File: src/rtl/first_fit_block_allocator_assert.svh
// assertion macros used by the allocator back end
`ifndef FIRST_FIT_BLOCK_ALLOCATOR_ASSERT_SVH
`define FIRST_FIT_BLOCK_ALLOCATOR_ASSERT_SVH

// same-cycle implication
`define FFBA_ASSERT_NOW(label, ante, cons) \
  label: assert property (@(posedge clk) disable iff (rst) (ante) |-> (cons)) \
    else $error("allocator check failed");

// next-cycle implication
`define FFBA_ASSERT_NEXT(label, ante, cons) \
  label: assert property (@(posedge clk) disable iff (rst) (ante) |=> (cons)) \
    else $error("allocator check failed");

`endif

File: src/rtl/ffba_pkg.sv
package ffba_pkg;

  localparam logic [2:0] FUNC_ALLOC   = 3'd0;
  localparam logic [2:0] FUNC_CALLOC  = 3'd1;
  localparam logic [2:0] FUNC_FREE    = 3'd2;
  localparam logic [2:0] FUNC_REALLOC = 3'd3;
  localparam logic [2:0] FUNC_STATS   = 3'd4;

  localparam logic [1:0] CFG_HEAP_BASE     = 2'd0;
  localparam logic [1:0] CFG_HEAP_CAPACITY = 2'd1;
  localparam logic [1:0] CFG_MAX_REQUEST   = 2'd2;

  localparam logic [31:0] HEAP_BASE_RST     = 32'd0;
  localparam logic [31:0] HEAP_CAPACITY_RST = 32'd1048576;
  localparam logic [26:0] MAX_REQUEST_RST   = 27'd100000000;

  typedef struct packed {
    logic [31:0] heap_base;
    logic [31:0] heap_capacity;
    logic [26:0] max_request;
  } cfg_t;

  // classified command handed from front to back
  typedef struct packed {
    logic [2:0]  func;
    logic        bad;
    logic [26:0] size;
    logic [31:0] user_addr;
  } cmd_t;

  // result item, lowest field last
  typedef struct packed {
    logic [11:0] meta_byte_total;
    logic [31:0] byte_total;
    logic [6:0]  block_total;
    logic [31:0] free_byte_total;
    logic [6:0]  free_block_count;
    logic [26:0] zero_bytes;
    logic [26:0] move_bytes;
    logic [31:0] move_from;
    logic        ok;
    logic [31:0] result_addr;
  } res_t;

  typedef enum logic [2:0] {
    B_IDLE,
    B_FIND,
    B_FIT,
    B_APPEND,
    B_RELEASE,
    B_DONE
  } back_state_t;

endpackage

File: src/rtl/ffba_front.sv
module ffba_front
  import ffba_pkg::*;
(
  input  logic         clk,
  input  logic         rst,
  input  cfg_t         cfg,
  input  logic         in_valid,
  output logic         in_ready,
  input  logic [2:0]   in_func,
  input  logic [31:0]  in_req_size,
  input  logic [31:0]  in_elem_count,
  input  logic [31:0]  in_user_addr,
  output logic         push,
  output cmd_t         push_cmd,
  input  logic         q_full
);

  logic        s1_v;
  logic [2:0]  s1_func;
  logic [31:0] s1_req;
  logic [31:0] s1_cnt;
  logic [31:0] s1_uaddr;
  logic        s2_v;
  logic [2:0]  s2_func;
  logic [31:0] s2_req;
  logic [63:0] s2_prod;
  logic [31:0] s2_uaddr;
  logic        s2_load;
  logic        req_bad;
  logic        prod_bad;

  assign push     = s2_v && !q_full;
  assign s2_load  = s1_v && (!s2_v || push);
  assign in_ready = !s1_v || s2_load;

  assign req_bad  = (s2_req == '0) || (s2_req > {5'd0, cfg.max_request});
  assign prod_bad = (s2_prod == '0) || (s2_prod > {37'd0, cfg.max_request});

  always_comb begin
    push_cmd.func      = s2_func;
    push_cmd.user_addr = s2_uaddr;
    if (s2_func == FUNC_CALLOC) begin
      push_cmd.bad  = req_bad || prod_bad;
      push_cmd.size = s2_prod[26:0];
    end else begin
      push_cmd.bad  = req_bad;
      push_cmd.size = s2_req[26:0];
    end
  end

  always_ff @(posedge clk) begin
    if (rst) begin
      s1_v <= 1'b0;
      s2_v <= 1'b0;
    end else begin
      if (in_valid && in_ready) begin
        s1_v <= 1'b1;
      end else if (s2_load) begin
        s1_v <= 1'b0;
      end
      if (s2_load) begin
        s2_v <= 1'b1;
      end else if (push) begin
        s2_v <= 1'b0;
      end
    end
  end

  always_ff @(posedge clk) begin
    if (in_valid && in_ready) begin
      s1_func  <= in_func;
      s1_req   <= in_req_size;
      s1_cnt   <= in_elem_count;
      s1_uaddr <= in_user_addr;
    end
    if (s2_load) begin
      s2_func  <= s1_func;
      s2_req   <= s1_req;
      s2_prod  <= 64'(s1_req) * 64'(s1_cnt);
      s2_uaddr <= s1_uaddr;
    end
  end

endmodule

File: config.mk
export PLATFORM = sky130hd
export DESIGN_NAME = ffba_front
export DESIGN_NICKNAME = d
export VERILOG_FILES = /design/src/rtl/first_fit_block_allocator_assert.svh /design/src/rtl/ffba_pkg.sv /design/src/rtl/ffba_front.sv
export SDC_FILE = /design/constraint.sdc
export NUM_CORES = 2
export LEC_CHECK = 0
export ABC_AREA = 1
export BUFFER_PORTS_ARGS = -buffer_cell sky130_fd_sc_hd__clkbuf_2
export CAP_MARGIN = 20
export CORE_ASPECT_RATIO = 0.6
export CORE_MARGIN = 2
export CORE_UTILIZATION = 60
export CTS_BUF_LIST = sky130_fd_sc_hd__clkbuf_4 sky130_fd_sc_hd__clkbuf_8
export DETAILED_ROUTE_END_ITERATION = 16
export GPL_ROUTABILITY_DRIVEN = 0
export PLACE_DENSITY = 0.79
export SKIP_CTS_REPAIR_TIMING = 1
export SLEW_MARGIN = 20
export SYNTH_ARGS = -nofsm -noshare
export SYNTH_HDL_FRONTEND = slang
export SYNTH_SLANG_ARGS = --single-unit
export TNS_END_PERCENT = 5
File: constraint.sdc
create_clock -name clk -period 20.8 [get_ports clk]
set_input_delay 4.16 -clock clk [delete_from_list [all_inputs] [get_ports clk]]
set_output_delay 4.16 -clock clk [all_outputs]
set_load 0.05 [all_outputs]
==> results.md <==
- F_max: 0.0986 GHz
- Via density: 5.39
- CP startpoint kind: input pin
- Clock skew: 0.0885 ns
- Worst slew pin tran: 1.03 ns
- Worst setup margin: 10.66 ns
- Boundary Pins: 259
- Max-cap violations: 0
- Seq/Total Area, Yosys: 0.156
- Fraction of registers with async set/reset: 0
- Sink Count: 232
- Final nets: 6857
- Largest buffer count on any clock path: 3
- FF+latch area: 6950 um^2
- # DRC: 0
- Htree depth: 2
- Synth Register Bits: 232
- Netlist area before placement: 44400 um^2
- Full die area: 76200 um^2
- CP arrival: 5.98 ns
- Sum of negative setup slack: 0 ns
- Mux contribution to synthesized area: 0
- Post-synth cell types: 35
- Antenna cells: 0
- Largest net degree at the start of global routing: 75
- Net Count, Synth: 6749
- Yosys top cell area share: 0.404
- RSZ-0062 raised after global routing: false
- CTS tree: yes
- Max Slew Vio Count: 0
- Synth Area in Simple Gates: 0.164
- Initial DRT Pass Iterations: 8
- Initial antenna violation count: 2
- Ys flop type: edfxtp_1
- Slew headroom: 0.312
- Synth Instances: 5342
- Post-DP HPWL: 93.8 mm
- Crit Path Class: input pin to output pin
- Largest family of logic cells by synthesized area: adder cells
- Die X: 355 um
- Top post-synthesis cells by area: fa_1, edfxtp_1, inv_1, nand2_1, ha_1
- Final period util: 0.488
- Layout cell share with drive strength beyond 1: 0.0748
- # port buffers: 194
- Die span in y: 215 um
- Routed WL: 122 mm
- Core area: 73400 um^2
- Outcome: complete, no violations
- Commonest non-fill, non-tap cell in the layout: inv_1
- Worst setup EP type: output pin
- Hold WC Path Type: register to register
- Final setup viols: 0
- Layout area overhead: 6.47%
- Syn_area_per_cell: 8.31 um^2
- Wirelength per Cell: 18.9 um
- Number of synthesized flops with an enable pin: 230
- CTS Buf Count: 41
- Max Fanout on Critical Path: 3
- Post-synth top area cell: fa_1
- Post-layout min period: 10.14 ns
- Yosys warns: 0
- Vias post-DR: 34856
- Synth Area in XOR/XNOR: 0.00671
- Post-route ant nets: 0
- Complex-gate fraction of the synthesized area: 0.0215
- GRT Total Usage: 0.333
- CTS root buffer: clkbuf_8
- Filler Cells Inserted: 5981
- Final Hold Fails: 0
- Clock Latency Late Sink: 0.70 ns
- Most frequent cells in the layout: inv_1, nand2_1, fa_1
- Initial DRC count: 4002
- Vias in the first global route: 36482
- Global route overflow: 0
- DP Worst Slack: 10.70 ns
- Starting Density: 0.605
- First-pass GRT wire length: 196 mm
- Post-synthesis adder-cell area fraction: 0.493
- Required @ worst endpoint: 16.64 ns
- Multi-input gate area: 30400 um^2
- Rows: 77
- Clock transition at path regs: 0.07 ns
-- metal layers --
| metal | GRT usage | vias to the layer above | routed length, um |
|---|---|---|---|
| met2 | 0.476 | 2267 | 50800 |
| met4 | 0.100 | 0 | 3950 |
| met1 | 0.484 | 16938 | 47700 |
| li1 | - | 15345 | - |
| met5 | 0 | - | 0 |
| met3 | 0.109 | 306 | 19600 |
-- critical path, cell delays in order --
cell and delay (ns):
clkbuf_2 0.07, inv_1 0.06, ha_1 0.29, inv_1 0.04, nor2_1 0.11, nand3_1 0.09
nor2_1 0.16, nand2_1 0.07, nor3_1 0.28, nand2_1 0.09, nand2_1 0.06, nand2_1 0.04
nand2_1 0.05, nand2_1 0.05, nand2_1 0.08, clkbuf_2 0.28
-- metrics by stage --
stage,area (um^2),hold WS [ns],util,instances
3_5_place_dp,46400,0.405,0.632,6394
5_1_grt,47300,0.391,0.644,6468
3_3_place_gp,46400,0.400,0.632,6394
2_1_floorplan,44400,0.400,-,5342
4_1_cts,47300,0.364,0.644,6468
6_report,47300,0.377,0.644,6468
-- cell type report --
type                            instances  share of cell area
Clock buffer                           43              0.0123
Clock inverter                         31             0.00630
Inverter                             1676               0.133
Multi-Input combinational cell       3237               0.644
Sequential cell                       232               0.147
Tap cell                              987              0.0261
Timing Repair Buffer                  262              0.0313
-- cells in the mapped netlist (7+ instances only) --
master / number
nor2_1: 103
o21ai_0: 44
nand3_2: 9
xor2_1: 32
nand2_2: 22
nand3_1: 55
clkbuf_1: 197
inv_1: 1665
nand4_1: 17
nor3_2: 7
nand2_1: 1532
edfxtp_1: 230
o21ai_1: 8
a21oi_1: 103
fa_1: 896
nor3_1: 7
nor4_1: 24
inv_2: 9
o21bai_1: 10
ha_1: 317
nor2_2: 27
-- registers in the layout, indices dropped and copies added (netlist names) --
name      flops
s2_func       3
s1_v          1
s1_uaddr     32
s2_uaddr     32
s1_cnt       32
s2_prod      64
s1_func       3
s1_req       32
s2_v          1
s2_req       32
-- cells by family (layout without fill, tap and decap cells) --
kind of cell	after synthesis	count (layout)
compound gates	178	178
xor+xnor	34	34
fa+ha+maj	1213	1213
buf+inv	1873	2012
flops	232	232
simple gates	1812	1812
-- worst paths after layout --
kind | end | depth (start not counted) | slack [ns] | from
worst min-delay path | s2_uaddr[20] | 0 | 0.38 | s1_uaddr[20]
worst min register to register | s2_uaddr[20] | 0 | 0.38 | s1_uaddr[20]
worst max-delay path | push_cmd[59] | 16 | 10.66 | cfg[26]
worst max register to register | s2_prod[57] | 26 | 13.02 | s1_req[29]
Power is left out: the tool's default activity adds up to more than one toggle a clock period on the data nets, which glitch-free logic cannot reach.
