## src/rtl/first_fit_block_allocator_assert.svh

```systemverilog
// assertion macros used by the allocator back end
`ifndef FIRST_FIT_BLOCK_ALLOCATOR_ASSERT_SVH
`define FIRST_FIT_BLOCK_ALLOCATOR_ASSERT_SVH

// same-cycle implication
`define FFBA_ASSERT_NOW(label, ante, cons) \
  label: assert property (@(posedge clk) disable iff (rst) (ante) |-> (cons)) \
    else $error("allocator check failed");

// next-cycle implication
`define FFBA_ASSERT_NEXT(label, ante, cons) \
  label: assert property (@(posedge clk) disable iff (rst) (ante) |=> (cons)) \
    else $error("allocator check failed");

`endif

```

## src/rtl/ffba_pkg.sv

```systemverilog
package ffba_pkg;

  localparam logic [2:0] FUNC_ALLOC   = 3'd0;
  localparam logic [2:0] FUNC_CALLOC  = 3'd1;
  localparam logic [2:0] FUNC_FREE    = 3'd2;
  localparam logic [2:0] FUNC_REALLOC = 3'd3;
  localparam logic [2:0] FUNC_STATS   = 3'd4;

  localparam logic [1:0] CFG_HEAP_BASE     = 2'd0;
  localparam logic [1:0] CFG_HEAP_CAPACITY = 2'd1;
  localparam logic [1:0] CFG_MAX_REQUEST   = 2'd2;

  localparam logic [31:0] HEAP_BASE_RST     = 32'd0;
  localparam logic [31:0] HEAP_CAPACITY_RST = 32'd1048576;
  localparam logic [26:0] MAX_REQUEST_RST   = 27'd100000000;

  typedef struct packed {
    logic [31:0] heap_base;
    logic [31:0] heap_capacity;
    logic [26:0] max_request;
  } cfg_t;

  // classified command handed from front to back
  typedef struct packed {
    logic [2:0]  func;
    logic        bad;
    logic [26:0] size;
    logic [31:0] user_addr;
  } cmd_t;

  // result item, lowest field last
  typedef struct packed {
    logic [11:0] meta_byte_total;
    logic [31:0] byte_total;
    logic [6:0]  block_total;
    logic [31:0] free_byte_total;
    logic [6:0]  free_block_count;
    logic [26:0] zero_bytes;
    logic [26:0] move_bytes;
    logic [31:0] move_from;
    logic        ok;
    logic [31:0] result_addr;
  } res_t;

  typedef enum logic [2:0] {
    B_IDLE,
    B_FIND,
    B_FIT,
    B_APPEND,
    B_RELEASE,
    B_DONE
  } back_state_t;

endpackage

```

## src/rtl/ffba_queue.sv

```systemverilog
module ffba_queue
  import ffba_pkg::*;
(
  input  logic clk,
  input  logic rst,
  input  logic push,
  input  cmd_t push_cmd,
  output logic full,
  input  logic pop,
  output cmd_t pop_cmd,
  output logic empty
);

  cmd_t       slots [2];
  logic       wr_ptr;
  logic       rd_ptr;
  logic [1:0] fill;

  assign full    = (fill == 2'd2);
  assign empty   = (fill == 2'd0);
  assign pop_cmd = slots[rd_ptr];

  always_ff @(posedge clk) begin
    if (rst) begin
      wr_ptr <= 1'b0;
      rd_ptr <= 1'b0;
      fill   <= 2'd0;
    end else begin
      if (push && !full) begin
        wr_ptr <= ~wr_ptr;
      end
      if (pop && !empty) begin
        rd_ptr <= ~rd_ptr;
      end
      fill <= fill + 2'((push && !full) ? 1 : 0) - 2'((pop && !empty) ? 1 : 0);
    end
  end

  always_ff @(posedge clk) begin
    if (push && !full) begin
      slots[wr_ptr] <= push_cmd;
    end
  end

endmodule

```

## config.mk

```make
export PLATFORM = sky130hd
export DESIGN_NAME = ffba_queue
export DESIGN_NICKNAME = d
export VERILOG_FILES = /design/src/rtl/first_fit_block_allocator_assert.svh /design/src/rtl/ffba_pkg.sv /design/src/rtl/ffba_queue.sv
export SDC_FILE = /design/constraint.sdc
export NUM_CORES = 1
export LEC_CHECK = 0
export BUFFER_PORTS_ARGS = -buffer_cell sky130_fd_sc_hd__buf_2
export CAP_MARGIN = 0
export CORE_ASPECT_RATIO = 1.4
export CORE_MARGIN = 3
export CORE_UTILIZATION = 55
export CTS_CLUSTER_DIAMETER = 30
export CTS_CLUSTER_SIZE = 30
export DETAILED_ROUTE_END_ITERATION = 12
export GPL_ROUTABILITY_DRIVEN = 1
export PLACE_DENSITY = 0.83
export SLEW_MARGIN = 20
export SYNTH_ARGS = -nofsm -noshare
export SYNTH_HDL_FRONTEND = slang
export SYNTH_SLANG_ARGS = --single-unit
```

## constraint.sdc

```tcl
create_clock -name clk -period 4.65 [get_ports clk]
set_input_delay 0.6975 -clock clk [delete_from_list [all_inputs] [get_ports clk]]
set_output_delay 0.6975 -clock clk [all_outputs]
set_load 0.03 [all_outputs]
```

==> results of run 1 <==
-- report_power, final --
part           switching (uW)  internal, uW
logic                     704           395
clock network             423           817
registers                97.0          1510
total                    1220          2720
-- metrics by stage --
stage | cell area, sq um | hold slack, ns | setup slack, ns
after floorplan | 4770 | 0.451 | 1.91
after global placement | 5540 | 0.471 | 1.99
after detailed placement | 5540 | 0.485 | 1.93
after CTS | 6110 | 0.460 | 1.62
after global routing | 6120 | 0.460 | 1.51
final | 6120 | 0.479 | 1.67
-- layout by cell type, fill, tap and decap left out, drive strengths merged --
cell / count
a21oi: 1
and2: 1
and3: 1
buf: 135
bufinv: 1
clkbuf: 28
clkinv: 3
dfxtp: 5
edfxtp: 126
ha: 2
inv: 4
mux2: 63
nand2: 1
nand2b: 1
nor2: 4
nor2b: 1
nor3: 1
o21a: 1
o21ai: 1
or3: 1
xnor2: 1
xor2: 1
-- how the worst min path moves through the flow --
stage,to,slack [ns]
after floorplan,wr_ptr,0.45
after global placement,wr_ptr,0.47
after detailed placement,wr_ptr,0.49
after CTS,slots[0][54],0.46
after global routing,slots[0][33],0.46
final,slots[0][54],0.48
-- logic make-up after synthesis --
group           share of synthesized area, %
flops                                   81.5
mux                                     14.9
buf+inv                                 1.15
simple gates                            1.23
compound gates                         0.367
xor+xnor                               0.368
fa+ha+maj                              0.525
-- worst max-delay path: stages, from the launching register on --
cell and delay [ns]:
dfxtp_2 0.99, buf_4 0.34, mux2_2 0.36, buf_2 0.18
-- final cells by class --
type | instances | share of cell area, %
clock inverter | 4 | 0.736
sequential | 131 | 63.5
clock buffer | 28 | 8.61
inverter | 4 | 0.245
multi-input combinational | 81 | 13.6
timing repair buffer | 135 | 11.2
tap | 102 | 2.09
-- sequential cells by signal, summed over array words and instances (netlist names), named ones only --
register and flops:
fill 2, rd_ptr 1, slots 126, wr_ptr 1
-- layer usage --
metal	GRT usage [%]	routed length (um)	vias up	share of wire, %
met5	0	9	-	0.11
met4	8.55	178	2	2.1
met3	8.33	488	17	5.8
met2	31.6	4680	81	56
met1	17.8	3020	1200	36
li1	-	-	1168	-
==> impl_metrics.toml, run 1 <==
[status]
outcome = "completed"

[floorplan]
core_sq_um = 8300
dieArea_sq_um = 9840
io_pins = 132
start_util_pct = 57.5
die_h_um = 116
rows = 39
die_w_um = 84.7

[setup_path]
rr_startpoint = "fill[0]"
startpoint_type = "flip-flop"
cp.arrival_ns = 2.28
reg2reg_to = "slots[0][5]"
ff2ff_setup_slack_ns = 2.29
cp-end-kind = "output pin"
crit_type = "flip-flop to output pin"
critPathRequiredTime_ns = 3.95
endpoint = "pop_cmd[51]"
reg2regPathDepth = 5
cp_max_fo = 43

[finish]
multi_input_area_sq_um = 832
regArea_sq_um = 3880
drive_gt1_share_pct = 60.1
fin_util_pct = 73.7
stdcell_count = 485
antenna_cells = 0
syn2layout_area_growth_pct = 28.3
fillers = 524
nets = 439

[drt]
detail_route.wl_per_cell_um = 17.3
ant_nets = 0
drcViolationCount = 0
routed_via_density = 5.09
wl_um = 8370
vias = 2468
drtIter0Drc = 108
drt_pass1_iterations = 4

[yosys]
ys_warn_count = 0
synth_edf_count = 126
synthFlopType = "edfxtp_1"
synthArstFlopShare_pct = 0
synth_fp_nets = 292
postSynthCellCount = 223
post_synth_instance_area_sq_um = 4770
synth_area_leaders = "edfxtp_1 (79%), mux2_2 (15%), dfxtp_1 (2.1%), buf_2 (0.52%), ha_1 (0.52%)"
yosysMostFrequentCell = "edfxtp_1"
yosysTopAreaCell = "edfxtp_1"
yosysSeqAreaShare_pct = 81.5
synth_common_cells = "edfxtp_1 (126), mux2_2 (63), buf_2 (5), dfxtp_1 (5), nor2_1 (4)"
ys_ff_latch = 131
ys_types = 21
syn_avg_cell_area_sq_um = 21.4
synth_top_area_share_pct = 79.4

[sta]
drv_slew = 0
skew_ns = 0.00998
finalHoldViolations = 0
fin_crit_sh_pct = 64.1
grt_setup_unrepaired = "no"
relSlewSlack_pct = 32.9
tns_ns = 0
fmaxAchievable_mhz = 335
worst_pin_slew_ns = 1.01
setup_viol = 0
period_minus_slack_ns = 2.98

[global_routing]
overflow = 0
grt_usage_pct = 17.9
first_global_vias = 2657
grt_max_degree = 45
grt_first_pass_wirelength_um = 12700
antenna_found_initial = 1

[placement]
post-dp-hpwl_um = 5420
dpl.cell_count = 453
gp_congestion = 0.754
portBuffers = 131

[worst_hold_path]
hold_path.class = "input port to flip-flop"
holdPathStages = 1
holdCritStartpoint = "push_cmd[54]"

[pwr]
p_per_area_nw_per_um2 = 645
leakage_uw = 0.00235
ir_worst_vdd_uv = 457
power.total_uw = 3950

[clock_network]
postCtsHoldBufs = 0
post_cts_buffers = 0
cts_resized = 0
htree_levels = 4
clkSinkCount = 131
cts.reportedPaths.clkPinSlew_ns = 0.05
cts_tree = "built"
clock_path_buffers = 2
clock_latency_ns = 0.40
cts_root_buf = "clkbuf_16"
cts_buffers = 17

[flow_run]
max_cap_viol_count = 0
No activity file was read; power rests on OpenSTA's default activity.
==> run 2, diff against run 1 <==
- ABC_AREA: default -> 1
- CORE_UTILIZATION: 55 -> 52
- PLACE_DENSITY: 0.83 -> 0.79
- clock period: 4.65 -> 3 ns (I/O delays scaled with it)
==> run 2 against run 1 <==
Net effect:
- via count grew 3.4%
- die area grew 12%
- cell count grew 8.9%
- cell area grew 6.0%
- global-route usage shrank 1.8 points
- sequential power grew 52%
- register-to-register slack lost 1.1 ns
- sequential share of layout area shrank 3.6 points
- area after synthesis grew 7.0%
- clock skew shrank 0.0071 ns
==> impl_metrics.toml, run 2 <==
[status]
outcome = "completed"

[finish]
largest_reg_flops = 126
syn2layout_area_growth_pct = 27.2
reg.largest.list = "slots: 126 flops, fill: 2 flops"
nets = 452
fin_util_pct = 68.2
fillers = 657
multi_input_area_sq_um = 1060
final_area_sq_um = 6490
regArea_sq_um = 3890
drive_gt1_share_pct = 57.1
largest_register = "slots"
final_cell_mix = "buf_2 (131), edfxtp_1 (126), mux2_4 (60)"
antenna_cells = 0
final_common_cell = "buf_2"

[clock_network]
postCtsHoldBufs = 0
cts_tree = "built"
cts_root_buf = "clkbuf_16"
clkSinkCount = 131
cts.reportedPaths.clkPinSlew_ns = 0.05
htree_levels = 4
clock_latency_ns = 0.40
clock_path_buffers = 2
cts_buffers = 17
cts_resized = 0
post_cts_buffers = 0

[global_routing]
grt_max_degree = 34
overflow = 0
first_global_vias = 2606
antenna_found_initial = 1
grt_first_pass_wirelength_um = 13000
grt_usage_pct = 16.1

[placement]
gp_congestion = 0.715
post-dp-hpwl_um = 5860
dpl_worst_slack_ns = 1.06
portBuffers = 131
dpl_cell_area_sq_um = 5860

[drt]
detail_route.wl_per_cell_um = 16.5
drcViolationCount = 0
ant_nets = 0
drtIter0Drc = 70
routed_via_density = 4.84
vias = 2553
wl_um = 8730
drt_pass1_iterations = 4

[setup_path]
crit_path_cell_trace = "buf_4, mux2_4, buf_2"
cp.arrival_ns = 1.91
crit_type = "flip-flop to output pin"
critPathRequiredTime_ns = 2.55
cp-end-kind = "output pin"
max_stage_delay_ns = 0.57
cpMaxStageDelayCell = "dfxtp_4"
cp_max_fo = 20
startpoint_type = "flip-flop"

[yosys]
synth_fp_nets = 304
synth_mux_area_share_pct = 18.3
synth-compound-area-share_pct = 0.196
ys_types = 12
synth_edf_count = 126
synth_xor_xnor_area_share_pct = 0
yosysMostFrequentCell = "edfxtp_1"
synth_area_leaders = "edfxtp_1 (74%), mux2_4 (18%), buf_12 (2.4%), dfxtp_1 (2.0%), inv_1 (0.74%)"
yosysSeqAreaShare_pct = 76.1
synthArstFlopShare_pct = 0
synthFlopType = "edfxtp_1"
postSynthCellCount = 235
syn_avg_cell_area_sq_um = 21.7
synth_top_family_by_area = "multiplexers"
ys_warn_count = 0
ys_ff_latch = 131
yosys.area_share.adder_pct = 0.491
synth_top_area_share_pct = 74.2
yosysTopAreaCell = "edfxtp_1"
synth-simple-area-share_pct = 1.55
synth_common_cells = "edfxtp_1 (126), mux2_4 (60), inv_1 (10)"
post_synth_instance_area_sq_um = 5100

[sta]
fmaxAchievable_mhz = 424
drv_slew = 0
tns_ns = 0
relSlewSlack_pct = 54.7
finalHoldViolations = 0
worst_pin_slew_ns = 0.679
setup_viol = 0
layout_setup_ws_ns = 0.640
grt_setup_unrepaired = "no"
period_minus_slack_ns = 2.36
fin_crit_sh_pct = 78.7
skew_ns = 0.00291

[floorplan]
core_sq_um = 9510
die_w_um = 89.7
dieArea_sq_um = 11100
io_pins = 132
die_h_um = 123
start_util_pct = 53.6
rows = 42

[flow_run]
max_cap_viol_count = 0

[pwr]
ir_worst_vdd_uv = 602
power.total_uw = 6330
p_per_area_nw_per_um2 = 976
leakage_uw = 0.00262

[worst_hold_path]
hold_path.class = "input port to flip-flop"
## run 2: cell types whose count changed after synthesis, moves of 6 or more
| cell | previous run | this run |
|---|---|---|
| mux2_4 | 0 | 60 |
| mux2_2 | 63 | 3 |
| buf_12 | 0 | 6 |
| nand2_1 | 1 | 8 |
| inv_1 | 3 | 10 |
## run 2: worst paths after layout
check                 endpoint       from  depth (start not counted)  slack (ns)
hold reg to reg         rd_ptr     rd_ptr                          2        0.51
setup reg to reg  slots[1][52]    fill[0]                          5        1.20
setup / recovery    pop_cmd[5]  flip-flop                          3        0.64
hold / removal         fill[0]        rst                          2        0.21
## run 2: critical path: cells and delay by family (launching register included)
family                 cells  cell delay (ns)
buffers and inverters      2             0.57
flip-flops                 1             0.57
multiplexers               1             0.35
## run 2: layout make-up
| type | count | share of cell area, % |
|---|---|---|
| Clock buffer | 19 | 6.67 |
| Clock inverter | 13 | 2.91 |
| Inverter | 10 | 0.579 |
| Multi-Input combinational cell | 87 | 16.3 |
| Sequential cell | 131 | 59.9 |
| Tap cell | 132 | 2.55 |
| Timing Repair Buffer | 136 | 11.1 |
## run 2: cells by family after synthesis
family          Yosys count
compound gates            2
fa+ha+maj                 2
buf+inv                  17
flops                   131
mux                      63
simple gates             20
## run 2: stage by stage
| stage | hold WS [ns] | cells |
|---|---|---|
| final | 0.214 | 528 |
| after global routing | 0.194 | 528 |
| after CTS | 0.192 | 528 |
| after detailed placement | 0.498 | 496 |
| after global placement | 0.488 | 496 |
| after floorplan | 0.467 | 235 |
## run 2: power breakdown
| group | switching, uW | internal (uW) |
|---|---|---|
| sequential | 120 | 2330 |
| clock | 678 | 1460 |
| combinational | 1050 | 693 |
## run 2: layer usage
metal	part of all wire [%]	global-route usage [%]	up-vias
li1	-	-	1200
met1	36	15.8	1246
met2	56	28.9	85
met3	5.8	6.45	20
met4	2.8	9.68	2
met5	0.080	0	-
==> run 3, diff against run 2 <==
- CORE_UTILIZATION: 52 -> 47
- PLACE_DENSITY: 0.79 -> 0.75
- clock period: 3 -> 2 ns (I/O delays scaled with it)
==> run 3 against run 2 <==
Net effect:
- combinational power grew 55%
- clock power is 33% higher
- register-to-register slack lost 0.79 ns
- via count down 1.4%
- die area is 10% higher
- total power rose by 44%
- sequential share of layout area grew 0.17 points
- first-iteration DRC count up 37%
- critical path depth stayed put
- sequential power increased by 47%
- worst setup slack worse by 0.59 ns
- largest cell class unchanged
==> impl_metrics.toml, run 3 (synthesis results as in run 2) <==
[finish]
syn2layout_area_growth_pct = 26.8
regArea_sq_um = 3890
largest_register = "slots"
final_cell_mix = "buf_2 (131), edfxtp_1 (126), mux2_4 (60)"
reg.largest.list = "slots: 126 flops, fill: 2 flops"
largest_reg_flops = 126
antenna_cells = 0
final_common_cell = "buf_2"
drive_gt1_share_pct = 59.2
nets = 453
multi_input_area_sq_um = 1060
fillers = 806

[global_routing]
grt_usage_pct = 14.5
grt_max_degree = 46
overflow = 0
first_global_vias = 2717
antenna_found_initial = 2
grt_first_pass_wirelength_um = 13100

[placement]
post-dp-hpwl_um = 5760
portBuffers = 131
gp_congestion = 0.720

[setup_path]
critPathRequiredTime_ns = 1.70
cp_max_fo = 43
critPathBufInv = 2
endpoint = "pop_cmd[1]"
cp_num_cells = 3
reg2reg_to = "fill[1]"
rr_startpoint = "fill[0]"
crit_type = "flip-flop to output pin"
crit_path_cell_trace = "buf_16, mux2_2, buf_2"
cpMaxStageDelayCell = "mux2_2"
ff2ff_setup_slack_ns = 0.41
reg2regPathDepth = 10
startpoint_type = "flip-flop"
cp.arrival_ns = 1.65
max_stage_delay_ns = 0.38
cp-end-kind = "output pin"
crit_family = "buffers and inverters"

[drt]
routed_via_density = 4.70
ant_nets = 0
drtIter0Drc = 96
drt_pass1_iterations = 4
detail_route.wl_per_cell_um = 15.7
wl_um = 8380
vias = 2517
drcViolationCount = 0

[worst_hold_path]
holdCritStartpoint = "rst"
hold_path.class = "input port to flip-flop"

[flow_run]
max_cap_viol_count = 0

[sta]
grt_setup_unrepaired = "no"
tns_ns = 0
fin_crit_sh_pct = 97.4
finalHoldViolations = 0
drv_slew = 0
setup_viol = 0
skew_ns = 0.00640
worst_pin_slew_ns = 0.319
relSlewSlack_pct = 78.7
period_minus_slack_ns = 1.95
fmaxAchievable_mhz = 513

[pwr]
power.total_uw = 9140
p_per_area_nw_per_um2 = 1410
switching_share_pct = 31.4
combinationalPowerShare_pct = 29.7
pwr-share-seq_pct = 39.4
p_sw_uw = 2870
ir_worst_vdd_uv = 771
clock_power_share_pct = 30.9
p_int_uw = 6270
leakage_uw = 0.00259

[clock_network]
clock_latency_ns = 0.39
cts_buffers = 17
htree_levels = 4
cts_tree = "built"
postCtsHoldBufs = 0
cts.reportedPaths.clkPinSlew_ns = 0.06
clkSinkCount = 131
cts_root_buf = "clkbuf_16"
clock_path_buffers = 2

[floorplan]
io_pins = 132
die_h_um = 129
core_sq_um = 10500
dieArea_sq_um = 12200
die_w_um = 94.1
rows = 44
start_util_pct = 48.8

[status]
outcome = "completed"
-- run 3: cell types whose count changed in the layout (fill, tap and decap cells not counted), sizes merged --
cell / delta
bufinv: -4
inv: +1
buf: +1
clkinvlp: +5
clkbuf: -2
-- run 3: worst min-delay path by stage --
stage                   endpoint  depth (start not counted)  slack (ns)
global route        slots[1][17]                          1        0.06
CTS                      fill[0]                          2        0.06
global placement         fill[0]                          2        0.48
floorplan                fill[0]                          1        0.37
detailed placement       fill[0]                          2        0.49
finish                   fill[0]                          2        0.08
-- run 3: per-stage QoR --
step | worst slack (ns) | area, sq um | hold slack [ns] | std cells | util [%]
floorplan | 0.0639 | 5110 | 0.371 | 235 | -
global placement | 0.459 | 5900 | 0.481 | 503 | 56.4
detailed placement | 0.401 | 5900 | 0.486 | 503 | 56.4
CTS | 0.0155 | 6460 | 0.0583 | 535 | 61.7
global route | 0.00216 | 6470 | 0.0580 | 535 | 61.8
finish | 0.0519 | 6470 | 0.0782 | 535 | 61.8
-- run 3: metal layers --
layer / vias up / routed length, um / global-route usage (%)
met5: - / 28 / 0
met4: 4 / 120 / 6.38
met3: 13 / 536 / 5.57
met2: 82 / 4730 / 26.3
met1: 1211 / 2970 / 14.6
li1: 1207 / - / -
-- run 3: area by class of cell --
class / instances / area share [%]
Sequential cell: 131 / 60.1
Multi-Input combinational cell: 87 / 16.3
Timing Repair Buffer: 137 / 11.6
Clock buffer: 17 / 6.58
Tap cell: 138 / 2.67
Clock inverter: 15 / 2.09
Inverter: 10 / 0.638
-- run 3: power by group through the flow --
| stage | combinational (uW) | clock, uW | sequential, uW |
|---|---|---|---|
| floorplan | 2200 | 0 | 3630 |
| global placement | 2710 | 0 | 3630 |
| detailed placement | 2750 | 0 | 3660 |
| CTS | 2760 | 2910 | 3600 |
| global route | 2890 | 3040 | 3630 |
| finish | 2710 | 2830 | 3600 |
-- run 3: repair_timing --
item | 4_1_cts | 5_1_grt
setup buffers | 0 | 0
endpoints found under the setup margin | 0 | 1
gates resized for setup | 0 | 2
